[src/design/sbmr_pkg.sv]
`default_nettype none
// ----------------------------------------------------------------------------
// sbmr_pkg: shared definitions for the rank-ordered spectral bin morph
// Sizes, derived widths, the sorting-chain entry type and a small helper.
// ----------------------------------------------------------------------------
package sbmr_pkg;

    localparam int HALF_SIZE   = 512;
    localparam int SAMPLE_BITS = 24;
    localparam int BINS        = HALF_SIZE + 1;
    localparam int BIN_W       = 10;
    localparam int MAG_W       = SAMPLE_BITS;
    localparam int SQ_W        = 2 * SAMPLE_BITS;
    localparam int SQRT_STEPS  = SAMPLE_BITS;
    localparam int STEP_W      = $clog2(SQRT_STEPS);

    typedef struct packed {
        logic              vld;
        logic [MAG_W-1:0]  diff;
        logic [BIN_W-1:0]  bin;
    } t_entry;

    function automatic logic [SAMPLE_BITS-1:0] abs_val(input logic [SAMPLE_BITS-1:0] x);
        abs_val = x[SAMPLE_BITS-1] ? (~x + 1'b1) : x;
    endfunction

endpackage
`default_nettype wire

[src/design/sbmr_cell.sv]
`default_nettype none
// ----------------------------------------------------------------------------
// sbmr_cell: one cell of the systolic insertion sorter
// Keeps the smaller of its entry and the arriving one, passes the other on; a shift loads the next cell's entry.
// ----------------------------------------------------------------------------
module sbmr_cell (
    input  wire logic             i_clk,
    input  wire logic             i_rst_n,
    input  wire logic             i_shift,
    input  wire sbmr_pkg::t_entry i_in,
    input  wire sbmr_pkg::t_entry i_next,
    output sbmr_pkg::t_entry      o_pass,
    output sbmr_pkg::t_entry      o_held
);
    sbmr_pkg::t_entry r_held;
    sbmr_pkg::t_entry r_pass;
    logic             w_in_first;

    // Ordering key is difference then bin, so equal differences keep bin order.
    assign w_in_first = {i_in.diff, i_in.bin} < {r_held.diff, r_held.bin};

    always_ff @(posedge i_clk) begin
        if (!i_rst_n) begin
            r_held.vld <= 1'b0;
            r_pass.vld <= 1'b0;
        end else if (i_shift) begin
            r_held     <= i_next;
            r_pass.vld <= 1'b0;
        end else if (i_in.vld && r_held.vld) begin
            if (w_in_first) begin
                r_held <= i_in;
                r_pass <= r_held;
            end else begin
                r_pass <= i_in;
            end
        end else begin
            if (i_in.vld) begin
                r_held <= i_in;
            end
            r_pass.vld <= 1'b0;
        end
    end

    assign o_pass = r_pass;
    assign o_held = r_held;
endmodule
`default_nettype wire

[config.mk]
export PLATFORM = sky130hd
export DESIGN_NAME = sbmr_cell
export DESIGN_NICKNAME = d
export VERILOG_FILES = /design/src/design/sbmr_pkg.sv /design/src/design/sbmr_cell.sv
export SDC_FILE = /design/constraint.sdc
export NUM_CORES = 1
export LEC_CHECK = 0
export BUFFER_PORTS_ARGS = -buffer_cell sky130_fd_sc_hd__buf_2
export CORE_ASPECT_RATIO = 0.9
export CORE_MARGIN = 4
export CORE_UTILIZATION = 54
export CTS_CLUSTER_DIAMETER = 40
export DETAILED_ROUTE_END_ITERATION = 10
export PLACE_DENSITY = 0.88
export RECOVER_POWER = 50
export SYNTH_ARGS = -nofsm -noshare
export SYNTH_HDL_FRONTEND = slang
export SYNTH_SLANG_ARGS = --single-unit
[constraint.sdc]
create_clock -name i_clk -period 9.13 [get_ports i_clk]
set_input_delay 1.826 -clock i_clk [delete_from_list [all_inputs] [get_ports i_clk]]
set_output_delay 1.826 -clock i_clk [all_outputs]
set_load 0.02 [all_outputs]
Word level (Yosys, flattened, before mapping)
Cells that the tools add are included.
W data, S select, Z words.

operators by class
  order comparisons = 1
  equal/unequal tests = 1
  multiplexer cells = 5
  bitwise operators = 3
  reductions and logical operators = 6

operators with widths
  operator              count
  $mux W35              5
  $lt A34 B34 Y1        1
  $reduce_and A3 Y1     2
  $ne A3 B3 Y1 const B  1
  $not A1 Y1            3
  $reduce_bool A3 Y1    1
  $reduce_or A3 Y1      1
  $reduce_and A2 Y1     1
  $logic_and A1 B1 Y1   1

storage, ports and cells
  register bits after elaboration = 70
  input port bits = 73
  output and inout bits = 70
  logic and storage cells = 22

Depth between registers and ports, before layout
  word-level depth = 4
  mapped depth = 10
  gate-level depth less buffers = 8

Least setup slack after synthesis
Ideal clock, no wire load.

  kind = input-to-reg
  start = input i_in[9] in the netlist's numbering
  end = register r_held (netlist bit o_held[0]) (enable)
  setup time = 0.396 ns
  arrival time = 4.242 ns
  required time = 8.734 ns
  path slack = 4.493 ns
  stages = 9
  buffers on the path = 2
  path through = ha_1 a21oi_1 o21a_1 o22ai_1 o41ai_1 o2111a_1 buf_6 buf_6 o221a_1

between the ends
  cells in the longest elaborated chain, start to end = 3

ends and longest elaborated chain
  item                         RTL line         RTL
  start: declaration           sbmr_cell.sv:10  input wire sbmr_pkg::t_entry i_in,
  $lt A34 B34 Y1               sbmr_cell.sv:20  assign w_in_first = {i_in.diff, i_in.bin} < {r_held.diff, r_held.bin};
  $ne A3 B3 Y1 (no line)       -
  $reduce_and A3 Y1 (no line)  -
  end signal: assignment       sbmr_cell.sv:27  r_held <= i_next;
  end signal: assignment       sbmr_cell.sv:31  r_held <= i_in;
  end signal: assignment       sbmr_cell.sv:38  r_held <= i_in;
  end: declaration             sbmr_cell.sv:15  sbmr_pkg::t_entry r_held;

Every way passes these cells.
A chain may end at the register's enable or synchronous reset.

Worst setup path after layout
  start = input i_shift
  end = register r_held (netlist bit o_held[19]) (enable)

between the ends
  cells in the longest elaborated chain, start to end = 2
  elaborated cells between the ends (all ways) = 3
  classes of those cells = 1 x eq/ne; 2 x reduce/logical

ends and longest elaborated chain
  item                                                          RTL line        RTL
  start: declaration                                            sbmr_cell.sv:9  input wire logic i_shift,
  $ne A3 B3 Y1 (no line) or $reduce_bool A3 Y1 (tied branches)  -
  $reduce_and A3 Y1 (no line) (*)                               -

Every way passes the cells marked *; elsewhere a longest branch is shown, timed or not.

==> impl_metrics.csv <==
group,metric,value,unit
floorplanning,ios,143,
place,dp.cells,498,
finish,drive_gt1_share,36.6,%
place,hpwl,6580,um
power_and_ir_drop,power_switching,0.000204,W
power_and_ir_drop,power_frac_comb,20.2,%
place,gp_congestion,0.803,
timing,clock_skew,15.0,ps
timing,hold_violations,0,
synthesis,synth.most_common_cell,"edfxtp_1",
global_routing,grt_pass1_vias,2902,
synthesis,synth_seq_cells,70,
floorplanning,die_w,97.5,um
detailed_routing,vias_per_cell,5.25,
finish,syn2layout_area_growth,22.5,%
power_and_ir_drop,p_seq_share,49.4,%
timing,fin_crit_sh,49.8,%
timing,relSlewSlack,-39.2,%
clock_tree,cts_tree,"done",
timing,final.setup.tns,0,ps
synthesis,async_flop_share,0,%
worst_setup_path,worstSetupPathType,"in -> reg",
worst_setup_path,worstRegToRegCells,8,
synthesis,synthesis.area,3890,um^2
detailed_routing,ant_nets,0,
status,outcome,"finished with violations",
timing,drv_slew,39,
synthesis,synthDistinctLibCells,28,
clock_tree,cts-root-buf,"clkbuf_8",
detailed_routing,drc,0,
power_and_ir_drop,switching_share,26.2,%
clock_tree,cts_resized,0,
worst_setup_path,crit_path_end_kind,"flop",
finish,n_antenna_cell,0,
synthesis,syn_nets,376,
power_and_ir_drop,internal-power,0.000574,W
clock_tree,clkLatencyLatePin,340,ps
power_and_ir_drop,vdd_ir_drop_max,0.111,mV
synthesis,synth_edf_count,68,
synthesis,syn_inst,270,
finish,finalNetCount,522,
worst_setup_path,worstPathRequired,9090,ps
floorplanning,core_area,7040,um^2
detailed_routing,drt_iter0_markers,88,
synthesis,yosysWarnings,0,
job,cap_violations,1,
synthesis,synthFlopType,"edfxtp_1",
global_routing,grt_max_degree,39,
global_routing,grt_first_pass_wirelength,13600,um
worst_setup_path,worstPathMaxFanout,38,
timing,setup_viol,0,
floorplanning,die_area,8640,um^2
timing,rsz0062_at_grt,"no",
floorplanning,die_height,88.6,um
clock_tree,cts-htree-levels,3,
timing,whs,557,ps
floorplanning,start_util,55.3,%
global_routing,grt_remaining_overflow,0,
floorplanning,rows,29,
min_path,holdCritPathClass,"reg -> reg",
min_path,whs_path_depth,1,
global_routing,grtUsageTotal,20.5,%
synthesis,yosys-top-cells-count,"edfxtp_1 (68), mux2_2 (34), ha_1 (33), inv_1 (33), mux2_4 (29)",
clock_tree,cts.sinks,70,
timing,tightest_slew,2090,ps
clock_tree,clkTransAtPathRegs,80,ps
timing,fmax,220,MHz
detailed_routing,wl,8700,um
global_routing,antenna_found_initial,0,
synthesis,synth_area_per_cell,14.4,um^2
synthesis,yosysTopAreaCell,"edfxtp_1",
clock_tree,postCtsHoldBufs,0,
detailed_routing,drtPass1Iterations,4,
timing,period_needed,4540,ps
place,port_buffers,142,
power_and_ir_drop,power_frac_clock,30.4,%
detailed_routing,route.vias.total,2700,
detailed_routing,wl_per_cell,16.9,um
clock_tree,cts_setup_buffers,0,
clock_tree,clock_path_buffers,2,
status,violations,"capacitance limit, slew limit",
synthesis,ys_seq_area_share,53.5,%
worst_setup_path,critPathArrivalTime,4500,ps
worst_setup_path,crit_path_start_kind,"primary input",
finish,fin_cells,514,
clock_tree,cts_buffers,9,
synthesis,synth_top_area_share,52.4,%
power_and_ir_drop,p_leak,2.05,nW
synthesis,netlist_top_cells_area,"edfxtp_1 (52%), mux2_4 (11%), ha_1 (11%)",
power_and_ir_drop,powerDensity,163,nW/um^2
-- state kept, by name (all words and copies together), names as in the netlist --
signal	flops
o_held	35
o_pass	35
-- worst max-delay path, stage by stage --
cell      delay [ps]
clkbuf_1        1470
nand2b_1         350
o221a_2          830
-- kinds of logic after synthesis --
| logic type | synth area share, % |
|---|---|
| AO/OA/AOI/OAI | 4.43 |
| adder cells (fa/ha/maj) | 10.6 |
| buffers and inverters | 4.72 |
| flip-flops | 53.5 |
| multiplexers | 22.5 |
| AND/OR/NAND/NOR | 4.31 |
-- stage by stage --
stage	total power [W]	instance area, um^2	setup slack (ps)	util, %
finish	0.000778	4770	4590	67.8
CTS	0.000784	4860	5020	69.0
global placement	0.000545	4680	4660	66.4
detailed placement	0.000552	4680	4680	66.4
floorplan	0.000502	3890	4490	-
global route	0.000817	4770	4370	67.8
-- power by group through the flow --
stage	combinational, W	sequential [W]	clock (W)
after global placement	0.000155	0.000390	0
final	0.000157	0.000384	0.000236
after global routing	0.000172	0.000386	0.000259
after detailed placement	0.000161	0.000391	0
after floorplan	0.0000954	0.000406	0
after CTS	0.000162	0.000384	0.000239
-- area by class of cell --
cell class	instances	area, um^2
clock buffers	10	128
clock inverters	6	53.8
fillers	552	2270
inverters	33	124
multi-input cells	159	1640
flip-flops and latches	70	2080
well taps	93	116
repair buffers	143	629
-- path summary, 6_finish.rpt --
check	start	endpoint	slack, ps
hold / removal	o_held[34]	o_held[34]	560
setup / recovery	i_shift	o_held[19]	4590
setup reg to reg	o_held[17]	o_held[19]	6210
hold reg to reg	o_held[34]	o_held[34]	560
-- cell usage in the layout (no fill, tap or decap), types with 2 or more instances in the layout --
cell type  Yosys  layout
clkbuf_1       4      72
buf_2          0      71
edfxtp_1      68      68
mux2_2        34      34
inv_1         33      33
ha_1          33      33
mux2_4        29      29
a21oi_1       14      14
nand2_1        9       9
clkbuf_8       0       9
nand4_1        7       7
nand3_1        5       5
mux2_1         5       5
clkinv_2       0       4
nand2b_1       3       3
a21o_1         2       2
a211oi_1       2       2
nor2_1         3       2
o21ai_0        2       2
o21a_1         2       2
dfxtp_1        2       2
-- layer usage --
metal	vias to the layer above	wire length (um)	track usage (%)
li1	1304	-	-
met1	1275	3540	22.6
met2	104	4410	37.6
met3	17	563	5.83
met4	0	191	9.06
met5	-	0	0
(Power assumes the default switching activity.)
