`src/design/sbmr_pkg.sv`:
```
`default_nettype none
// ----------------------------------------------------------------------------
// sbmr_pkg: shared definitions for the rank-ordered spectral bin morph
// Sizes, derived widths, the sorting-chain entry type and a small helper.
// ----------------------------------------------------------------------------
package sbmr_pkg;

    localparam int HALF_SIZE   = 512;
    localparam int SAMPLE_BITS = 24;
    localparam int BINS        = HALF_SIZE + 1;
    localparam int BIN_W       = 10;
    localparam int MAG_W       = SAMPLE_BITS;
    localparam int SQ_W        = 2 * SAMPLE_BITS;
    localparam int SQRT_STEPS  = SAMPLE_BITS;
    localparam int STEP_W      = $clog2(SQRT_STEPS);

    typedef struct packed {
        logic              vld;
        logic [MAG_W-1:0]  diff;
        logic [BIN_W-1:0]  bin;
    } t_entry;

    function automatic logic [SAMPLE_BITS-1:0] abs_val(input logic [SAMPLE_BITS-1:0] x);
        abs_val = x[SAMPLE_BITS-1] ? (~x + 1'b1) : x;
    endfunction

endpackage
`default_nettype wire

```
`src/design/sbmr_isqrt.sv`:
```
`default_nettype none
// ----------------------------------------------------------------------------
// sbmr_isqrt: iterative integer square root
// One result bit per cycle; the root is rounded down.
// ----------------------------------------------------------------------------
module sbmr_isqrt (
    input  wire logic                        i_clk,
    input  wire logic                        i_rst_n,
    input  wire logic                        i_start,
    input  wire logic [sbmr_pkg::SQ_W-1:0]   i_n,
    output logic                             o_done,
    output logic [sbmr_pkg::MAG_W-1:0]       o_root
);
    logic [sbmr_pkg::SQ_W-1:0]   r_n;
    logic [sbmr_pkg::SQ_W-1:0]   r_root;
    logic [sbmr_pkg::SQ_W-1:0]   r_bit;
    logic [sbmr_pkg::STEP_W-1:0] r_cnt;
    logic                        r_busy;
    logic                        r_done;
    logic [sbmr_pkg::SQ_W-1:0]   w_trial;

    assign w_trial = r_root + r_bit;

    always_ff @(posedge i_clk) begin
        if (!i_rst_n) begin
            r_busy <= 1'b0;
            r_done <= 1'b0;
        end else begin
            r_done <= r_busy && !i_start &&
                      (r_cnt == sbmr_pkg::STEP_W'(sbmr_pkg::SQRT_STEPS - 1));
            if (i_start) begin
                r_n    <= i_n;
                r_root <= '0;
                r_bit  <= {2'b01, {(sbmr_pkg::SQ_W-2){1'b0}}};
                r_cnt  <= '0;
                r_busy <= 1'b1;
            end else if (r_busy) begin
                if (r_n >= w_trial) begin
                    r_n    <= r_n - w_trial;
                    r_root <= (r_root >> 1) + r_bit;
                end else begin
                    r_root <= r_root >> 1;
                end
                r_bit <= r_bit >> 2;
                r_cnt <= r_cnt + 1'b1;
                if (r_cnt == sbmr_pkg::STEP_W'(sbmr_pkg::SQRT_STEPS - 1)) begin
                    r_busy <= 1'b0;
                end
            end
        end
    end

    assign o_done = r_done;
    assign o_root = r_root[sbmr_pkg::MAG_W-1:0];
endmodule
`default_nettype wire

```
`config.mk`:
```
export PLATFORM = sky130hd
export DESIGN_NAME = sbmr_isqrt
export DESIGN_NICKNAME = d
export VERILOG_FILES = /design/src/design/sbmr_pkg.sv /design/src/design/sbmr_isqrt.sv
export SDC_FILE = /design/constraint.sdc
export NUM_CORES = 1
export LEC_CHECK = 0
export ABC_AREA = 1
export BUFFER_PORTS_ARGS = -buffer_cell sky130_fd_sc_hd__buf_2
export CORE_MARGIN = 2
export CORE_UTILIZATION = 35
export CTS_BUF_LIST = sky130_fd_sc_hd__clkbuf_4
export CTS_CLUSTER_SIZE = 40
export DETAILED_ROUTE_END_ITERATION = 6
export HOLD_SLACK_MARGIN = 0.05
export PLACE_DENSITY_LB_ADDON = 0.2
export SLEW_MARGIN = 20
export SYNTH_ARGS = -nofsm -noshare
export SYNTH_HDL_FRONTEND = slang
export SYNTH_SLANG_ARGS = --single-unit
```
`constraint.sdc`:
```
create_clock -name i_clk -period 7.9 [get_ports i_clk]
set_input_delay 0.395 -clock i_clk [delete_from_list [all_inputs] [get_ports i_clk]]
set_output_delay 0.395 -clock i_clk [all_outputs]
set_load 0.05 [all_outputs]
```
After elaboration in Yosys (flattened, before gate mapping)
Cells that the tools add are included.

word-level totals
  register bits = 127
  latch bits = 0
  input bits = 51
  output and inout bits = 25
  memories = 0
  logic and storage cells = 29
  ROM bits = 0
  bits in writable memories = 0

operators by class
  $lt $le $gt $ge = 1
  equality and inequality tests = 1
  multiply operators = 0
  divide/modulo/power cells = 0
  reductions and logical operators = 7
  shift-type cells = 0
  add/sub/neg operators = 4
  bitwise operators = 0
  muxes and demuxes = 10

operators with widths
  operator                                                       number
  48-bit two-way mux                                             5
  47-bit by 47-bit adder with 48-bit output                      1
  48-bit by 47-bit adder with 48-bit output                      1
  48-bit greater-or-equal comparator                             1
  48-bit subtractor                                              1
  47-bit two-way mux                                             1
  5-bit by 1-bit adder with 5-bit output, second input constant  1
  5-bit == test, second input constant                           1
  5-bit two-way mux                                              1
  2-bit nonzero test                                             2
  1-bit two-way mux                                              3
  3-bit AND reduction                                            1
  1-bit logical AND                                              2
  2-bit AND reduction                                            1
  1-bit logical NOT                                              1

Longest topological paths before layout
Gate-level depths: netlist of run 1.

  word-level depth = 5
  depth in mapped cells = 26
  gate-level depth less buffers = 26

Worst setup path after synthesis of run 1
Ideal clock, no wire load.

  path kind = in2reg
  start = input port i_start
  end = register r_n[0] (netlist name) (enable)
  buffers on the path = 1
  data arrival time = 5.466 ns
  stages = 5
  library setup time = 0.402 ns
  required time = 7.498 ns
  path slack = 2.032 ns
  cell sequence = buf_2 -> nor2_1 -> nor2_1 -> o21ai_0 -> inv_1

on the way
  cells in the longest elaborated chain, start to end = 2
  elaborated cells between the ends (all ways) = 3
  classes of those cells = 3 x reduce/logical

ends and longest elaborated chain
  what                                      RTL line          text
  from (decl)                               sbmr_isqrt.sv:9   input wire logic i_start,
  2-bit nonzero test (no source line)       --
  3-bit AND reduction (no source line) (*)  --
  to (signal assigned)                      sbmr_isqrt.sv:32  r_n <= i_n;
  to (signal assigned)                      sbmr_isqrt.sv:39  r_n <= r_n - w_trial;
  to (decl)                                 sbmr_isqrt.sv:14  logic [sbmr_pkg::SQ_W-1:0] r_n;

Every way passes the cells marked *; elsewhere a longest branch is shown, timed or not.
A chain may end at the register's enable or synchronous reset.

Worst setup path after layout of run 1
  start = register r_root[12] (netlist name)
  end = register r_n[42] (netlist name) (enable)

on the way
  cells in the longest elaborated chain, start to end = 4

ends and longest elaborated chain
  what                                       RTL line          text
  from (decl)                                sbmr_isqrt.sv:15  logic [sbmr_pkg::SQ_W-1:0] r_root;
  from (signal assigned)                     sbmr_isqrt.sv:40  r_root <= (r_root >> 1) + r_bit;
  from (signal assigned)                     sbmr_isqrt.sv:42  r_root <= r_root >> 1;
  48-bit by 47-bit adder with 48-bit output  sbmr_isqrt.sv:22  assign w_trial = r_root + r_bit;
  48-bit greater-or-equal comparator         sbmr_isqrt.sv:38  if (r_n >= w_trial) begin
  2-bit nonzero test (no source line)        --
  3-bit AND reduction (no source line)       --

No other way between the ends.

==> flow_summary.ini, run 1 <==
[run_status]
outcome = finished clean

[route]
wire_per_inst_microns = 18.5
drc = 0
viasPerCell = 5.10
drt_wl_total_microns = 57000
ant_nets = 0
num_vias = 15700
drt_iter0_markers = 1312
drtPass1Iterations = 5

[critical_path]
cp_max_fo = 32
arrival_ps = 5670
timing.critical_path.from_type = register
crit_type = register to register
cp.required_ps = 8270
end_kind = register

[sta]
period_share_pct = 67.1
hold_violations = 0
tns_ps = 0
finalCriticalPeriod_ps = 5300
setup_ws_ps = 2600
max_freq_mhz = 189
fin_skew_ps = 32.9
timing.slew.headroom_pct = 35.2
drv_slew = 0
hold_ws_ps = 90.6
tightestPinTransition_ps = 972
setup_viol = 0
rsz0062_at_grt = no

[clocking]
htreeDepth = 4
ctsResizeCount = 0
cts.clk_slew.worst_paths_ps = 130
cts-buffers-inserted = 17
postCtsSetupBuffers = 0
clk_path_buf_depth = 2
cts-hold-fix-buffers = 44
cts_root_buffer = clkbuf_4
clock_latency_ps = 670
clock_sinks = 127
cts_tree = yes

[power]
combPwrFrac_pct = 53.6
p_seq_share_pct = 29.8
clockPowerShare_pct = 16.7
p_sw_mw = 1.56
power.leakage_nw = 8.07
swShare_pct = 49.2
p_per_area_nw_per_um2 = 195
p_int_mw = 1.62
ir_worst_vdd_uv = 80.0

[yosys]
synth-seq-area-share_pct = 25.6
yosys.area.top_type = edfxtp_1
ys_seq_elements = 127
synth-edff-count = 125
synthArstFlopShare_pct = 0
synthFlopType = edfxtp_1
synth_area_sq_um = 14800
syn_nets = 2581
ys.warnings.count = 0
netlist.area_leader.share_pct = 25.4
syn-instance-count = 2430
ys_types = 45
syn_area_per_cell_sq_um = 6.09
synth.area.top_cells = edfxtp_1 (25%), nand2_1 (23%), inv_1 (9.6%), ha_1 (8.4%), nor2_1 (6.9%)

[layout]
area_growth_pct = 10.1
mostFrequentLayoutCell = nand2_1
fin_util_pct = 38.9
fin_nets = 2673
drive_gt1_share_pct = 6.23
fillers = 4684
fin_cells = 3078
final_cell_mix = nand2_1 (891), inv_1 (377), nor2_1 (270)

[grt]
grt_pass1_vias = 15430
antenna_found_initial = 2
grt_max_degree = 71
grt.total_usage_pct = 26.1
overflow = 0
grt_pass1_wl_microns = 86400

[flow_run]
cap_violations = 0

[die]
die_area_sq_um = 43900
row_count = 75
dieHeight_microns = 210
initial_utilization_pct = 35.3
die_x_microns = 210
core_sq_um = 41900
ioPinCount = 76

[min_path]
hold_class = input port to register

[place]
port_buffers = 75
dp_cells = 2998
dp_hpwl_microns = 46900
preCtsSetupSlack_ps = 2640
place_congestion = 0.923
path summary, 6_finish.rpt:
| check | from | to | slack [ps] | depth (start not counted) |
|---|---|---|---|---|
| setup reg to reg | r_root[12] | r_n[42] | 2600 | 21 |
| setup / recovery | r_root[12] | r_n[42] | 2600 | 21 |
| hold reg to reg | r_busy | o_done | 470 | 2 |
| hold / removal | i_n[28] | r_n[28] | 90 | 3 |
power by group through the flow:
stage	Sequential [mW]	Clock (mW)	Combinational, mW
final	0.947	0.530	1.70
after floorplan	0.914	0	1.24
after CTS	0.945	0.538	1.69
after global routing	0.956	0.566	1.90
after global placement	0.959	0	1.66
after detailed placement	0.958	0	1.67
synthesized netlist by cell type, types with 8 or more instances:
library cell  count
clkbuf_1         16
nand3b_1         19
nand3_1         189
edfxtp_1        125
or2_2            12
nor2_1          271
xnor2_1          43
o21bai_1         13
ha_1             99
xor2_1           22
o21ai_1           8
a21oi_1         111
inv_1           378
nand2_2           8
nand2_1         891
o21ai_0          85
o21ai_2           8
nor3_1           19
nand4_1          27
buf_4            25
metal layers:
metal	share of wire [%]	vias up	track usage, %	wire length (microns)
met5	0	-	0	0
met4	3.7	0	9.90	2110
met3	4.3	106	3.34	2430
met2	48	481	45.4	27100
met1	44	7205	33.0	25300
li1	-	7908	-	-
stage by stage:
| stage | power, mW | cell area [sq um] |
|---|---|---|
| 4_1_cts | 3.17 | 16300 |
| 3_5_place_dp | 2.63 | 15500 |
| 6_report | 3.18 | 16300 |
| 2_1_floorplan | 2.16 | 14800 |
| 3_3_place_gp | 2.62 | 15500 |
| 5_1_grt | 3.42 | 16300 |
worst max-delay path, cell delays in order (launching register included):
cell      delay (ps)
edfxtp_1         600
ha_1             430
nand2_1           90
o21ai_0          370
nand2_1          130
o21ai_1          140
inv_1             60
o21ai_1          250
nand3_1          220
nand4_1          140
nand2_1           80
ha_1             410
inv_2             80
nor3_2           240
nand2_1          140
nor2_1           180
and2_1           160
nand2_2           70
nand3_4           70
o21ai_0          100
inv_2            630
buf_4            390
logic make-up after synthesis:
kind of cell / Yosys count / synth area share (%)
AOI/OAI and AO/OA: 249 / 9.22
buffers and inverters: 431 / 12.1
xor gates and xnor gates: 65 / 3.85
adders and majority gates: 100 / 8.51
and+or+nand+nor: 1458 / 40.7
DFF: 127 / 25.6
sequential cells by signal (all words and copies together) (netlist names):
signal	cells
r_cnt	5
r_root	48
o_done	1
r_n	48
r_bit	24
r_busy	1
final cells by class:
type / count / area [sq um] / share of cell area (%)
clock buffer: 18 / 135 / 0.830
timing repair buffer: 124 / 856 / 5.26
sequential: 127 / 3790 / 23.3
antenna: 4 / 10.0 / 0.0615
inverter: 380 / 1430 / 8.76
tap: 539 / 674 / 4.14
multi-input combinational: 1872 / 9220 / 56.6
clock inverter: 14 / 165 / 1.01
Note: power is estimated with default switching activity, not from simulation.
==> inputs of run 2 (changes only) <==
==> constraint.sdc (replaced) <==
create_clock -name i_clk -period 4.44 [get_ports i_clk]
set_input_delay 0.222 -clock i_clk [delete_from_list [all_inputs] [get_ports i_clk]]
set_output_delay 0.222 -clock i_clk [all_outputs]
set_load 0.05 [all_outputs]
==> run 2 against run 1 <==
The run now ends with DRC left. Largest power group unchanged. Power is 85% higher. Die area stayed put. Via count is 2.4% higher. Sequential power is 71% higher. Core utilization is 2.3 points higher. Critical path depth is 3 higher. Clock power is 79% higher. Design area is 5.9% higher.
==> flow_summary.ini, run 2 (synthesized netlist as in run 1, its figures left out) <==
[layout]
fin_area_sq_um = 17200
drive_gt1_share_pct = 10.7
fin_util_pct = 41.2
reg_top3 = r_n: 48 flops, r_root: 48 flops, r_bit: 24 flops
area_growth_pct = 16.6
fin_nets = 2772
mostFrequentLayoutCell = nand2_1
final_cell_mix = nand2_1 (888), inv_1 (377), nor2_1 (266)

[place]
place_area_sq_um = 16300
dp_hpwl_microns = 47500
port_buffers = 75
place_congestion = 0.981

[sta]
period_share_pct = 96.4
hold_violations = 0
drv_slew = 0
finalCriticalPeriod_ps = 4280
tns_ps = 0
max_freq_mhz = 234
setup_viol = 0
tightestPinTransition_ps = 1040
fin_skew_ps = 51.3
timing.slew.headroom_pct = 30.5

[grt]
overflow = 0
grt_pass1_vias = 16113
grt.total_usage_pct = 26.4
grt_max_degree = 74
grt_pass1_wl_microns = 88000
antenna_found_initial = 2

[power]
power.leakage_nw = 8.59
p_seq_share_pct = 27.5
swShare_pct = 48.1
p_int_mw = 3.05
combPwrFrac_pct = 56.3
ir_worst_vdd_uv = 148
p_sw_mw = 2.83
p_per_area_nw_per_um2 = 341
clockPowerShare_pct = 16.1

[critical_path]
cp.required_ps = 4960
crit_type = register to register
arrival_ps = 4800
timing.critical_path.from_type = register
rr_worst_depth = 24
end_kind = register
cp_max_fo = 13

[run_status]
outcome = finished with violations
violations = DRC

[route]
viasPerCell = 5.06
drt_wl_total_microns = 57500
drtPass1Iterations = 7
num_vias = 16072
ant_nets = 0
drt_iter0_markers = 1087
wire_per_inst_microns = 18.1
drc = 9

[clocking]
clock_sinks = 127
htreeDepth = 4
cts_tree = yes
clk_path_buf_depth = 2
cts.clk_slew.worst_paths_ps = 130
clock_latency_ps = 700
cts_root_buffer = clkbuf_4
cts-buffers-inserted = 17

[die]
dieHeight_microns = 210
die_area_sq_um = 43900
ioPinCount = 76
initial_utilization_pct = 35.3
core_sq_um = 41900
row_count = 75
die_x_microns = 210

[min_path]
hold_class = input port to register
holdPathStages = 2

[flow_run]
cap_violations = 0
[run 2: cell types whose count changed in the layout (fill, tap and decap cells not counted), moves of 5 or more]
cell	before	now
o21ai_1	8	17
buf_4	6	96
dlygate4sd3_1	44	49
o21ai_0	85	67
o21ai_2	8	16
ha_1	99	92
[run 2: layout make-up]
| class | count | area [sq um] |
|---|---|---|
| Antenna cell | 4 | 10.0 |
| Clock buffer | 18 | 135 |
| Clock inverter | 14 | 165 |
| Fill cell | 4596 | 24600 |
| Inverter | 380 | 1430 |
| Multi-Input combinational cell | 1872 | 9380 |
| Sequential cell | 127 | 3790 |
| Tap cell | 539 | 674 |
| Timing Repair Buffer | 223 | 1660 |
[run 2: routing by layer]
metal	GRT usage, %	part of all wire [%]	vias up
met5	0	0	-
met4	10.6	3.7	0
met3	3.26	4.0	107
met2	46.1	48	447
met1	33.1	45	7409
li1	-	-	8109
[run 2: what timing repair did]
action,CTS,global route
gates resized for setup,1,47
endpoints found under the setup margin,1,104
pin swaps,0,4
buffers inserted,0,4
endpoints found under the hold margin,54,0
hold buffers,49,0
[run 2: path summary, 6_finish.rpt]
check                                from   endpoint  slack [ps]
worst max register to register  r_bit[10]  r_root[4]         160
worst max-delay path            r_bit[10]  r_root[4]         160
worst min-delay path              i_start  r_bit[24]         110
worst min register to register     r_busy     o_done         470
[run 2: power groups by stage]
| stage | Clock [mW] | Combinational [mW] | Sequential (mW) |
|---|---|---|---|
| floorplan | 0 | 2.22 | 1.62 |
| global placement | 0 | 3.18 | 1.64 |
| detailed placement | 0 | 3.20 | 1.64 |
| CTS | 0.960 | 3.25 | 1.61 |
| global route | 1.01 | 3.69 | 1.63 |
| finish | 0.949 | 3.31 | 1.62 |
[run 2: worst max-delay path, cell delays in order (launching register included)]
cell      delay, ps
edfxtp_1        480
ha_1            350
nand2_1         130
o21ai_4         250
nand2_1         110
o21ai_0         220
a21oi_1         100
nand2_1         210
nand2_1         120
nand3b_1        100
nand2_1         160
ha_1            360
nand2_1         110
nor2_2          130
nand2_1          80
nor2_1          130
and2_1          150
nand2_2          70
nand3_4          60
buf_4           180
nand2_2         100
inv_1           150
buf_12          160
nand2_1          80
nand2_1         120
[run 2: metrics by stage]
step	setup slack, ps	hold WS (ps)	cells	power [mW]
6_report	160	112	3177	5.88
5_1_grt	-14.6	83.2	3175	6.32
4_1_cts	30.3	83.6	3169	5.82
2_1_floorplan	4.11	321	2430	3.84
3_3_place_gp	72.3	437	3088	4.81
3_5_place_dp	28.4	451	3088	4.84
